==> src/isont_pkg.sv <==
// ----------------------------------------------------------------------------
// isont_pkg
// Shared types and constants of the ISO 9660 / Joliet name translator.
// ----------------------------------------------------------------------------
`default_nettype none

package isont_pkg;

  localparam logic [7:0] MAX_NAME_LEN = 8'd255;
  localparam int         MAX_RESULTS  = 5;
  localparam int         RES_IDX_W    = $clog2(MAX_RESULTS);

  localparam logic [7:0] CH_QMARK   = 8'h3F;
  localparam logic [7:0] CH_SEMI    = 8'h3B;
  localparam logic [7:0] CH_DOT     = 8'h2E;
  localparam logic [7:0] CH_UPPER_A = 8'h41;
  localparam logic [7:0] CH_UPPER_Z = 8'h5A;
  localparam logic [7:0] CASE_DIFF  = 8'h20;

  localparam logic [15:0] UTF8_TWO_MIN   = 16'h0080;
  localparam logic [15:0] UTF8_THREE_MIN = 16'h0800;

  localparam int APB_ADDR_W = 5;
  localparam int APB_DATA_W = 32;

  typedef enum logic [2:0] {
    REG_UCS_LEVEL     = 3'd0,
    REG_UTF8_OUTPUT   = 3'd1,
    REG_KEEP_ORIGINAL = 3'd2,
    REG_CASE_FOLD     = 3'd3,
    REG_ASSOC_MARKER  = 3'd4
  } reg_index_t;

  localparam logic [1:0] UCS_LEVEL_RST     = 2'd0;
  localparam logic       UTF8_OUTPUT_RST   = 1'b1;
  localparam logic       KEEP_ORIGINAL_RST = 1'b0;
  localparam logic       CASE_FOLD_RST     = 1'b0;
  localparam logic [7:0] ASSOC_MARKER_RST  = 8'd61;

  typedef struct packed {
    logic [7:0] out_byte;
    logic       byte_valid;
    logic [7:0] name_length;
    logic       end_of_name;
  } result_t;

endpackage

`default_nettype wire

==> src/isont_in_if.sv <==
// ----------------------------------------------------------------------------
// isont_in_if
// Input channel: one raw name byte per transaction.
// ----------------------------------------------------------------------------
`default_nettype none

interface isont_in_if;
  logic       valid;
  logic       ready;
  logic [7:0] name_byte;
  logic       first_byte;
  logic       last_byte;
  logic       associated;

  modport source (output valid, name_byte, first_byte, last_byte, associated, input ready);
  modport sink   (input valid, name_byte, first_byte, last_byte, associated, output ready);
endinterface

`default_nettype wire

==> src/isont_out_if.sv <==
// ----------------------------------------------------------------------------
// isont_out_if
// Output channel: one translated byte or the final length per transaction.
// ----------------------------------------------------------------------------
`default_nettype none

interface isont_out_if;
  logic       valid;
  logic       ready;
  logic [7:0] out_byte;
  logic       byte_valid;
  logic [7:0] name_length;
  logic       end_of_name;
  logic       run_last;

  modport source (output valid, out_byte, byte_valid, name_length, end_of_name, run_last,
                  input ready);
  modport sink   (input valid, out_byte, byte_valid, name_length, end_of_name, run_last,
                  output ready);
endinterface

`default_nettype wire

==> src/iso9660_name_translate_top.sv <==
// ----------------------------------------------------------------------------
// iso9660_name_translate_top
// Translates ISO 9660 / Joliet name bytes into output name bytes and length.
// ----------------------------------------------------------------------------
// the first result of an input transaction is shown in the cycle after it is accepted
// results are given one per cycle, while name_out is ready, from a five-entry result
//   register; a new input is taken once no result is left or as the last one is taken
// synchronous active-high reset clears name state and pending results and sets the
//   configuration registers to their defaults
`default_nettype none

module iso9660_name_translate_top (
  input  wire logic                              clk,
  input  wire logic                              rst,
  isont_in_if.sink                               name_in,
  isont_out_if.source                            name_out,
  input  wire logic                              psel,
  input  wire logic                              penable,
  input  wire logic                              pwrite,
  input  wire logic [isont_pkg::APB_ADDR_W-1:0]  paddr,
  input  wire logic [isont_pkg::APB_DATA_W-1:0]  pwdata,
  output logic      [isont_pkg::APB_DATA_W-1:0]  prdata,
  output logic                                   pready
);

  // configuration registers
  logic [1:0] ucs_level;
  logic       utf8_output;
  logic       keep_original;
  logic       case_fold;
  logic [7:0] assoc_marker;

  // name state
  logic [7:0] pending_high, pending_high_next;
  logic       pending_valid, pending_valid_next;
  logic [7:0] written_count, written_count_next;
  logic [7:0] previous_out, previous_out_next;
  logic       stopped, stopped_next;

  // result register
  isont_pkg::result_t                   results [isont_pkg::MAX_RESULTS];
  isont_pkg::result_t                   results_next [isont_pkg::MAX_RESULTS];
  logic [isont_pkg::RES_IDX_W-1:0]      rd_idx;
  logic [isont_pkg::RES_IDX_W-1:0]      remaining;
  logic [isont_pkg::RES_IDX_W-1:0]      res_count;

  logic                                 in_fire;
  logic                                 out_fire;
  logic                                 cfg_write;
  isont_pkg::reg_index_t                reg_idx;

  assign reg_idx   = isont_pkg::reg_index_t'(paddr[4:2]);
  assign pready    = 1'b1;
  assign cfg_write = psel & penable & pwrite & pready;

  always_ff @(posedge clk) begin
    if (rst) begin
      ucs_level     <= isont_pkg::UCS_LEVEL_RST;
      utf8_output   <= isont_pkg::UTF8_OUTPUT_RST;
      keep_original <= isont_pkg::KEEP_ORIGINAL_RST;
      case_fold     <= isont_pkg::CASE_FOLD_RST;
      assoc_marker  <= isont_pkg::ASSOC_MARKER_RST;
    end else if (cfg_write) begin
      unique case (reg_idx)
        isont_pkg::REG_UCS_LEVEL:     ucs_level     <= pwdata[1:0];
        isont_pkg::REG_UTF8_OUTPUT:   utf8_output   <= pwdata[0];
        isont_pkg::REG_KEEP_ORIGINAL: keep_original <= pwdata[0];
        isont_pkg::REG_CASE_FOLD:     case_fold     <= pwdata[0];
        isont_pkg::REG_ASSOC_MARKER:  assoc_marker  <= pwdata[7:0];
        default: ;
      endcase
    end
  end

  always_comb begin
    unique case (reg_idx)
      isont_pkg::REG_UCS_LEVEL:     prdata = {30'd0, ucs_level};
      isont_pkg::REG_UTF8_OUTPUT:   prdata = {31'd0, utf8_output};
      isont_pkg::REG_KEEP_ORIGINAL: prdata = {31'd0, keep_original};
      isont_pkg::REG_CASE_FOLD:     prdata = {31'd0, case_fold};
      isont_pkg::REG_ASSOC_MARKER:  prdata = {24'd0, assoc_marker};
      default:                      prdata = '0;
    endcase
  end

  // handshake
  assign name_out.valid = (remaining != '0);
  assign out_fire       = name_out.valid & name_out.ready;
  assign name_in.ready  = (remaining == '0) ||
                          ((remaining == isont_pkg::RES_IDX_W'(1)) && name_out.ready);
  assign in_fire        = name_in.valid & name_in.ready;

  assign name_out.out_byte    = results[rd_idx].out_byte;
  assign name_out.byte_valid  = results[rd_idx].byte_valid;
  assign name_out.name_length = results[rd_idx].name_length;
  assign name_out.end_of_name = results[rd_idx].end_of_name;
  assign name_out.run_last    = (remaining == isont_pkg::RES_IDX_W'(1));

  // translation of one input byte
  always_comb begin
    logic [7:0]  ph;
    logic        pv;
    logic [7:0]  wc;
    logic [7:0]  po;
    logic        st;
    logic [15:0] c;
    logic        do_put;
    logic        utf;
    logic [1:0]  need;
    logic [7:0]  cb [3];
    logic [1:0]  cn;
    logic [isont_pkg::RES_IDX_W-1:0] n;

    ph = name_in.first_byte ? 8'd0 : pending_high;
    pv = name_in.first_byte ? 1'b0 : pending_valid;
    wc = name_in.first_byte ? 8'd0 : written_count;
    po = name_in.first_byte ? 8'd0 : previous_out;
    st = name_in.first_byte ? 1'b0 : stopped;
    c      = '0;
    do_put = 1'b0;
    utf    = (ucs_level != 2'd0) && utf8_output;
    need   = 2'd1;
    cb[0]  = '0;
    cb[1]  = '0;
    cb[2]  = '0;
    cn     = 2'd0;
    n      = '0;
    for (int i = 0; i < isont_pkg::MAX_RESULTS; i++) begin
      results_next[i] = '0;
    end

    if (name_in.first_byte && name_in.associated) begin
      results_next[n].out_byte   = assoc_marker;
      results_next[n].byte_valid = 1'b1;
      n  = n + isont_pkg::RES_IDX_W'(1);
      wc = wc + 8'd1;
      po = assoc_marker;
    end

    if (!st) begin
      priority if (ucs_level == 2'd0) begin
        pv     = 1'b0;
        c      = {8'd0, name_in.name_byte};
        do_put = 1'b1;
      end else if (pv) begin
        pv = 1'b0;
        if (utf8_output) begin
          c = {ph, name_in.name_byte};
        end else if (ph != 8'd0) begin
          c = {8'd0, isont_pkg::CH_QMARK};
        end else begin
          c = {8'd0, name_in.name_byte};
        end
        do_put = 1'b1;
      end else if (name_in.last_byte) begin
        c      = {8'd0, name_in.name_byte};
        do_put = 1'b1;
      end else begin
        ph = name_in.name_byte;
        pv = 1'b1;
      end
    end

    if (do_put) begin
      if (case_fold && (ucs_level == 2'd0) &&
          (c >= {8'd0, isont_pkg::CH_UPPER_A}) && (c <= {8'd0, isont_pkg::CH_UPPER_Z})) begin
        c = c + {8'd0, isont_pkg::CASE_DIFF};
      end else if (!keep_original && (c == {8'd0, isont_pkg::CH_SEMI})) begin
        // version suffix ends the name, trailing dot leaves the length
        if ((wc != 8'd0) && (po == isont_pkg::CH_DOT)) begin
          wc = wc - 8'd1;
        end
        st     = 1'b1;
        do_put = 1'b0;
      end
    end

    if (do_put) begin
      if (!utf || (c < isont_pkg::UTF8_TWO_MIN)) begin
        need = 2'd1;
      end else if (c < isont_pkg::UTF8_THREE_MIN) begin
        need = 2'd2;
      end else begin
        need = 2'd3;
      end
      if (({1'b0, wc} + {7'd0, need}) > {1'b0, isont_pkg::MAX_NAME_LEN}) begin
        if (wc < isont_pkg::MAX_NAME_LEN) begin
          cb[0] = isont_pkg::CH_QMARK;
          cn    = 2'd1;
        end
        st = 1'b1;
      end else if (need == 2'd1) begin
        cb[0] = c[7:0];
        cn    = 2'd1;
      end else if (need == 2'd2) begin
        cb[0] = {3'b110, c[10:6]};
        cb[1] = {2'b10, c[5:0]};
        cn    = 2'd2;
      end else begin
        cb[0] = {4'b1110, c[15:12]};
        cb[1] = {2'b10, c[11:6]};
        cb[2] = {2'b10, c[5:0]};
        cn    = 2'd3;
      end
    end

    for (int i = 0; i < 3; i++) begin
      if (2'(i) < cn) begin
        results_next[n].out_byte   = cb[i];
        results_next[n].byte_valid = 1'b1;
        n = n + isont_pkg::RES_IDX_W'(1);
      end
    end
    if (cn != 2'd0) begin
      wc = wc + {6'd0, cn};
      po = cb[cn - 2'd1];
    end

    if (name_in.last_byte) begin
      results_next[n].name_length = wc;
      results_next[n].end_of_name = 1'b1;
      n  = n + isont_pkg::RES_IDX_W'(1);
      pv = 1'b0;
      st = 1'b1;
    end

    pending_high_next  = ph;
    pending_valid_next = pv;
    written_count_next = wc;
    previous_out_next  = po;
    stopped_next       = st;
    res_count          = n;
  end

  always_ff @(posedge clk) begin
    if (rst) begin
      pending_high  <= '0;
      pending_valid <= 1'b0;
      written_count <= '0;
      previous_out  <= '0;
      stopped       <= 1'b0;
      rd_idx        <= '0;
      remaining     <= '0;
    end else if (in_fire) begin
      pending_high  <= pending_high_next;
      pending_valid <= pending_valid_next;
      written_count <= written_count_next;
      previous_out  <= previous_out_next;
      stopped       <= stopped_next;
      rd_idx        <= '0;
      remaining     <= res_count;
    end else if (out_fire) begin
      rd_idx    <= rd_idx + isont_pkg::RES_IDX_W'(1);
      remaining <= remaining - isont_pkg::RES_IDX_W'(1);
    end
  end

  always_ff @(posedge clk) begin
    if (in_fire) begin
      for (int i = 0; i < isont_pkg::MAX_RESULTS; i++) begin
        results[i] <= results_next[i];
      end
    end
  end

endmodule

`default_nettype wire

==> src/flat_wrapper.sv <==
// flat-port wrapper written by rule: the top's interface ports become plain ports
module iso9660_name_translate_top_flat 
  (clk, rst, psel, penable, pwrite, paddr, pwdata, prdata, pready, name_in_valid, name_in_name_byte, name_in_first_byte, name_in_last_byte, name_in_associated, name_in_ready, name_out_valid, name_out_out_byte, name_out_byte_valid, name_out_name_length, name_out_end_of_name, name_out_run_last, name_out_ready);
  isont_in_if name_in_i ();
  isont_out_if name_out_i ();
  input  wire logic clk;
  input  wire logic rst;
  input  wire logic psel;
  input  wire logic penable;
  input  wire logic pwrite;
  input  wire logic [isont_pkg::APB_ADDR_W-1:0] paddr;
  input  wire logic [isont_pkg::APB_DATA_W-1:0] pwdata;
  output logic      [isont_pkg::APB_DATA_W-1:0] prdata;
  output logic pready;
  input wire logic [$bits(name_in_i.valid)-1:0] name_in_valid;
  input wire logic [$bits(name_in_i.name_byte)-1:0] name_in_name_byte;
  input wire logic [$bits(name_in_i.first_byte)-1:0] name_in_first_byte;
  input wire logic [$bits(name_in_i.last_byte)-1:0] name_in_last_byte;
  input wire logic [$bits(name_in_i.associated)-1:0] name_in_associated;
  output wire logic [$bits(name_in_i.ready)-1:0] name_in_ready;
  output wire logic [$bits(name_out_i.valid)-1:0] name_out_valid;
  output wire logic [$bits(name_out_i.out_byte)-1:0] name_out_out_byte;
  output wire logic [$bits(name_out_i.byte_valid)-1:0] name_out_byte_valid;
  output wire logic [$bits(name_out_i.name_length)-1:0] name_out_name_length;
  output wire logic [$bits(name_out_i.end_of_name)-1:0] name_out_end_of_name;
  output wire logic [$bits(name_out_i.run_last)-1:0] name_out_run_last;
  input wire logic [$bits(name_out_i.ready)-1:0] name_out_ready;
  assign name_in_i.valid = name_in_valid;
  assign name_in_i.name_byte = name_in_name_byte;
  assign name_in_i.first_byte = name_in_first_byte;
  assign name_in_i.last_byte = name_in_last_byte;
  assign name_in_i.associated = name_in_associated;
  assign name_in_ready = name_in_i.ready;
  assign name_out_valid = name_out_i.valid;
  assign name_out_out_byte = name_out_i.out_byte;
  assign name_out_byte_valid = name_out_i.byte_valid;
  assign name_out_name_length = name_out_i.name_length;
  assign name_out_end_of_name = name_out_i.end_of_name;
  assign name_out_run_last = name_out_i.run_last;
  assign name_out_i.ready = name_out_ready;
  iso9660_name_translate_top u_core (.clk(clk), .rst(rst), .name_in(name_in_i), .name_out(name_out_i), .psel(psel), .penable(penable), .pwrite(pwrite), .paddr(paddr), .pwdata(pwdata), .prdata(prdata), .pready(pready));
endmodule
==> config.mk <==
export PLATFORM = sky130hd
export DESIGN_NAME = iso9660_name_translate_top_flat
export DESIGN_NICKNAME = d
export VERILOG_FILES = /design/src/isont_pkg.sv /design/src/isont_in_if.sv /design/src/isont_out_if.sv /design/src/iso9660_name_translate_top.sv /design/src/flat_wrapper.sv
export SDC_FILE = /design/constraint.sdc
export NUM_CORES = 1
export LEC_CHECK = 0
export BUFFER_PORTS_ARGS = -buffer_cell sky130_fd_sc_hd__buf_4
export CELL_PAD_IN_SITES_DETAIL_PLACEMENT = 0
export CELL_PAD_IN_SITES_GLOBAL_PLACEMENT = 2
export CORE_AREA = 2 2 152 154
export DETAILED_ROUTE_END_ITERATION = 12
export DIE_AREA = 0 0 154 156
export GPL_ROUTABILITY_DRIVEN = 0
export PLACE_DENSITY_LB_ADDON = 0.1
export RECOVER_POWER = 25
export SKIP_LAST_GASP = 1
export SLEW_MARGIN = 20
export SYNTH_ARGS = -nofsm -noshare
export SYNTH_HDL_FRONTEND = slang
export SYNTH_SLANG_ARGS = --single-unit
==> constraint.sdc <==
create_clock -name clk -period 8.4 [get_ports clk]
set_input_delay 0 -clock clk [delete_from_list [all_inputs] [get_ports clk]]
set_output_delay 0 -clock clk [all_outputs]
set_load 0.02 [all_outputs]
After elaboration in Yosys (flattened, before gate mapping)
Memories as Yosys holds them, arrays and structs flattened. A register that Yosys moved wholly into a read port is not among the register bits.
Index checks and enable logic that the tools add are counted.
- memories kept: 1
- register bits after elaboration: 45
- memory bits (writable): 90
- bits in latches: 0
- bits in read-only memories: 0
- bits of input ports: 55
- output and inout port bits: 54
- order comparisons: 18
- add/subtract/negate cells: 12
- equality and inequality tests: 9
- mux-type cells: 102
- bitwise logic cells: 9
- reductions and logical operators: 31
- $mul: 0
- shift operators: 0
- divide/modulo/power cells: 0
- memories (memory ; depth ; bits a word ; read ports ; clocked after memory_dff ; wr ports ; RTL line ; text):
    u_core.results ; 5 ; 18 ; 1 ; 1 ; 5 ; iso9660_name_translate_top.sv:41 ; isont_pkg::result_t results [isont_pkg::MAX_RESULTS];
- operators with widths (cell ; count):
    $bwmux W90 ; 8
    $demux W18 S3 ; 8
    $mux W90 ; 4
    $mux W8 ; 22
    $mux W16 ; 8
    $mux W18 ; 3
    $pmux W8 S5 ; 1
    $mux W10 ; 3
    $mux W1 ; 26
    $mux W24 ; 1
    $mux W3 ; 8
    $mux W9 ; 2
    $add A16 B6 Y16 const B ; 1
    $bmux W8 S2 ; 1
    $eq A16 B6 Y1 const B ; 1
    $ge A16 B7 Y1 const B ; 1
    $ge A4 B4 Y1 const B ; 4
    $le A16 B7 Y1 const B ; 1
    $lt A16 B12 Y1 const B ; 1
    $lt A16 B8 Y1 const B ; 1
    $lt A4 B1 Y1 const B ; 4
    $reduce_bool A8 Y1 ; 2
    $mux W14 ; 1
    $add A3 B1 Y3 const B ; 4
    other kinds (33) ; 65

Logic depth before layout (Yosys ltp)
- depth after elaboration: 37
- gate-level depth with buffers: 32

Worst setup path before layout
Ideal clock, no wire load.
- path type: reg2reg
- start point: reg u_core.ucs_level[1]
- end point: reg u_core.remaining[2] (netlist bit)
- stages on the path, launching flop included: 32
- slack: 1.327 ns
- clock period less this slack: 7.073 ns
- arrival: 6.946 ns
- path buffers: 4
- cell sequence: dfxtp_1 nor2_1 or4_1 nor2_1 a21o_1 ha_1 or4b_2 a21o_1 inv_2 nand2_1 clkbuf_1 ha_1 fa_1 nand3_1 a31oi_1 a31oi_1 or3_1 buf_4 mux2i_4 ha_1 clkbuf_1 inv_1 fa_1 clkbuf_1 nand3b_1 a21oi_1 or3_1 ha_1 nand2_1 xor2_1 a221oi_1 nor2_1
- longest elaborated chain between the ends: 26
- elaborated cells on any way between the ends: 51
- those cells by class: add/sub (5); order compare (9); eq/ne (3); mux (25); reduce/logical (9)
- ends and longest elaborated chain (what ; RTL line ; text):
    start: declaration ; iso9660_name_translate_top.sv:27 ; logic [1:0] ucs_level;
    start signal: assignment ; iso9660_name_translate_top.sv:58 ; ucs_level <= isont_pkg::UCS_LEVEL_RST;
    start signal: assignment ; iso9660_name_translate_top.sv:65 ; isont_pkg::REG_UCS_LEVEL: ucs_level <= pwdata[1:0];
    parallel branches: the longest is 16 deep, another holds $ge A16 B7 Y1 ; n/a ;
    $mux W2 * ; iso9660_name_translate_top.sv:178 ; if (do_put) begin
    $lt A1 B2 Y1 ; iso9660_name_translate_top.sv:208 ; if (2'(i) < cn) begin
    $mux W3 ; iso9660_name_translate_top.sv:208 ;
    $add A3 B1 Y3 ; iso9660_name_translate_top.sv:211 ; n = n + isont_pkg::RES_IDX_W'(1);
    $mux W3 ; iso9660_name_translate_top.sv:208 ;
    $add A3 B1 Y3 ; iso9660_name_translate_top.sv:211 ;
    $mux W3 * ; iso9660_name_translate_top.sv:208 ;
    $add A3 B1 Y3 ; iso9660_name_translate_top.sv:222 ; n = n + isont_pkg::RES_IDX_W'(1);
    $mux W3 * ; iso9660_name_translate_top.sv:219 ; if (name_in.last_byte) begin
    $mux W3 * ; iso9660_name_translate_top.sv:244 ; end else if (in_fire) begin
    end signal: assignment ; iso9660_name_translate_top.sv:251 ; remaining <= res_count;
    end signal: assignment ; iso9660_name_translate_top.sv:254 ; remaining <= remaining - isont_pkg::RES_IDX_W'(1);
    end: declaration ; iso9660_name_translate_top.sv:44 ; logic [isont_pkg::RES_IDX_W-1:0] remaining;
Mark *: on every way between the ends. The select of a mux whose other input is x is not followed.
A chain may end at the register's enable or synchronous reset.

Worst setup path in the final report
Same ends and word-level chain as after synthesis.

==> metrics.yaml <==
power:
  seq_power_share_pct: 39.9
  peakVddDrop_mv: 0.203
  p_comb_share_pct: 30.0
  p_sw_w: 0.000833
  leakage_nw: 3.40
  powerDensity_nw_per_um2: 254
  internal-power_w: 0.00158
  netSwitchingFraction_pct: 34.5
  clock_power_share_pct: 30.1
setup_path:
  crit_fanout: 15
  r2r_cells: 27
  critPathLaunchType: "flip-flop"
  critPathSlowestCell: "fa_1"
  ff2ff_setup_slack_ps: 790
  reg2reg_to: "u_core.remaining[2]"
  r2r-start: "u_core.ucs_level[1]"
  crit_type: "flip-flop to flip-flop"
  crit_top_cell: "ha_1"
  endpoint_kind: "flip-flop"
  slowest_delay_ps: 730
  required_ps: 8760
  worstPathArrival_ps: 7970
hold_path:
  worstHoldPathCells: 2
  hold_class: "input port to flip-flop"
  hold_end: "u_core.written_count[7]"
  hold_start: "rst"
die:
  start_util_pct: 36.6
  die_y_microns: 156
  rows: 55
  die_w_microns: 154
  dieArea_sq_um: 24000
  io_pins: 109
  core_sq_um: 22400
routing:
  drtIter0Drc: 493
  post_drt_wl_per_cell_microns: 19.5
  wl_met3_mm: 1.28
  dr.pass1.iters: 5
  via_per_inst: 5.51
  drc: 0
  drt_wl_total_mm: 23.6
  num_vias: 6674
  wl_met2_mm: 10.3
  ant_nets: 0
  top_layer: "met4"
  wl_met1_mm: 11.8
cts:
  cts_max_level: 4
  cts_buffer_depth: 2
  clock_latency_ps: 430
  cts_inserted_buffers: 17
  cts_tree: "yes"
  clock-sinks: 135
  clkTransAtPathRegs_ps: 70
  cts-root-buf: "clkbuf_16"
timing:
  period_needed_ps: 7610
  worst_slew_pin_slew_ps: 1930
  finClkSkew_ps: 15.1
  timing.hold.ws_ps: 30.1
  hold_viol: 0
  setup_viol: 0
  rsz0062_at_grt: "false"
  slew_headroom_pct: -29.1
  period_share_pct: 90.6
  slew_violations: 45
  setup_tns_ps: 0
  clock.fmax_mhz: 131
yosys:
  syn_avg_cell_area_sq_um: 9.71
  yosys_warnings: 0
  synth_flop_cell: "edfxtp_1"
  netlist_area_sq_um: 8200
  ys_seq_elements: 135
  ys_seq_area_share_pct: 43.6
  synth_edf_count: 87
  ys_types: 81
  syn_inst: 844
  synthArstFlopShare_pct: 0
final_layout:
  nets: 988
  post-route-util_pct: 42.5
  final_cell_area_sq_um: 9490
  syn_to_final_growth_pct: 15.8
  drive_gt1_share_pct: 14.6
global_routing:
  grt_pass1_wl_mm: 37.3
  antenna_found_initial: 0
  grt_pass1_vias: 6419
  grt_usage_pct: 19.9
  grt_max_degree: 65
  overflow: 0
place:
  hpwl_mm: 17.2
  io_buffers: 57
  place_area_sq_um: 8820
status:
  violations: "capacitance limit, slew limit"
  status: "finished, violations left"
run:
  drv_cap: 1
==> cell usage after synthesis, types with 3 or more instances <==
master    count  area, sq um
and2_1        5         31.3
xor2_1        8         70.1
and3_1       13         81.3
fa_1          3         60.1
o221ai_1      5         43.8
ha_1         18          225
nand3b_1      7         52.6
nor3_1       22          110
nor4_1        9         56.3
nand2b_1     18          113
nand3_1      18         90.1
a211o_1       6         52.6
buf_2         4         20.0
a21o_1       10         75.1
buf_1         4         15.0
nand2_1      70          263
o31ai_1       4         30.0
mux2_2       23          259
o32ai_1       3         26.3
edfxtp_1     87         2610
a22oi_1      12         90.1
o21ai_0      37          185
mux4_2       18          405
nor4b_1       3         26.3
a211oi_1      9         67.6
or3_1         4         25.0
o21ai_1       3         15.0
a31oi_1       8         50.1
inv_1        30          113
nor2b_1      12         75.1
buf_4        26          195
o211ai_1      8         60.1
o21a_1        4         30.0
clkbuf_1     33          124
nor2_1      116          435
mux2i_1      13          130
or4_1         3         22.5
a21oi_1      40          200
a221oi_1      5         43.8
dfxtp_1      48          961
a22o_1        3         26.3
o22ai_1      13         81.3
nand4_1       6         37.5
xnor2_1       6         52.6
==> state kept, by name (all words and copies together) (netlist names), named ones only <==
register / cells
u_core.previous_out: 8
u_core.pending_high: 8
u_core.assoc_marker: 8
u_core.ucs_level: 2
u_core.results: 87
u_core.pending_valid: 1
u_core.rd_idx: 3
u_core.keep_original: 1
u_core.remaining: 3
u_core.case_fold: 1
u_core.utf8_output: 1
u_core.written_count: 8
u_core.stopped: 1
==> area by class of cell <==
class | instances | area, sq um
diodes | 1 | 2.50
well taps | 285 | 357
fillers | 2198 | 12900
clock inverters | 15 | 144
multi-input cells | 632 | 4230
repair buffers | 93 | 637
clock buffers | 17 | 425
flip-flops and latches | 135 | 3570
inverters | 33 | 128
==> cell usage in the layout (no fill, tap or decap), types with 5 or more instances in the layout <==
master	n
a21oi_1	40
conb_1	25
a31oi_1	8
a211o_1	6
nand3b_1	7
a221oi_1	5
nor2b_1	12
clkbuf_16	17
nor2_1	116
mux2_2	23
o221ai_1	5
inv_1	29
nand3_1	18
edfxtp_1	87
nand4_1	6
nand2_1	70
nor3_1	22
o211ai_1	8
clkinv_4	5
buf_4	40
o21ai_0	37
a21o_1	10
nand2b_1	18
and3_1	13
dlygate4sd3_1	22
a22oi_1	12
dfxtp_1	48
mux4_2	18
xnor2_1	6
a211oi_1	9
clkbuf_1	31
nor4_1	9
o22ai_1	13
and2_1	5
mux2i_1	13
ha_1	18
xor2_1	8
==> metal layers <==
layer,up-vias,track usage [%]
li1,3224,-
met1,3240,29.7
met2,193,30.2
met3,17,3.61
met4,0,4.27
met5,-,0
==> worst max-delay path: cells and delay by family, from the launching register on <==
kind / cells / cell delay (ps)
simple gates: 11 / 2980
fa+ha+maj: 6 / 2030
compound gates: 6 / 1030
flops: 1 / 390
buf+inv: 2 / 390
mux: 1 / 360
xor+xnor: 1 / 330
==> kinds of logic after synthesis <==
group / synth area share [%]
AO/OA/AOI/OAI: 16.4
XOR/XNOR: 1.50
adder cells (fa/ha/maj): 3.48
buffers and inverters: 5.86
flip-flops: 43.6
multiplexers: 9.97
other: 0.0916
AND/OR/NAND/NOR: 19.1
==> power groups by stage <==
stage / clock network [W] / logic (W) / registers, W
final: 0.000726 / 0.000726 / 0.000963
after CTS: 0.000741 / 0.000779 / 0.000960
after global routing: 0.000771 / 0.000793 / 0.000981
after floorplan: 0 / 0.000549 / 0.000962
after detailed placement: 0 / 0.000767 / 0.000974
after global placement: 0 / 0.000757 / 0.000963
==> worst max-delay path by stage <==
stage,slack (ps),start,end,cells after the start
4_1_cts,850,u_core.ucs_level[1],u_core.remaining[2],27
2_1_floorplan,1330,u_core.ucs_level[1],u_core.remaining[2],31
5_1_grt,310,u_core.ucs_level[1],u_core.remaining[2],27
6_report,790,u_core.ucs_level[1],u_core.remaining[2],27
3_3_place_gp,970,u_core.ucs_level[1],u_core.remaining[2],27
3_5_place_dp,890,u_core.ucs_level[1],u_core.remaining[2],27
==> through the flow <==
stage / instances / total power [W] / worst slack [ps]
2_1_floorplan: 867 / 0.00151 / 1330
3_3_place_gp: 1156 / 0.00172 / 966
3_5_place_dp: 1156 / 0.00174 / 887
4_1_cts: 1210 / 0.00248 / 855
5_1_grt: 1210 / 0.00254 / 306
6_report: 1211 / 0.00242 / 794
==> timing repair <==
action,CTS,global route
hold endpoints to repair,25,0
resized for setup,0,0
setup buffers,0,0
hold buffers,22,0
(Power assumes the default switching activity.)
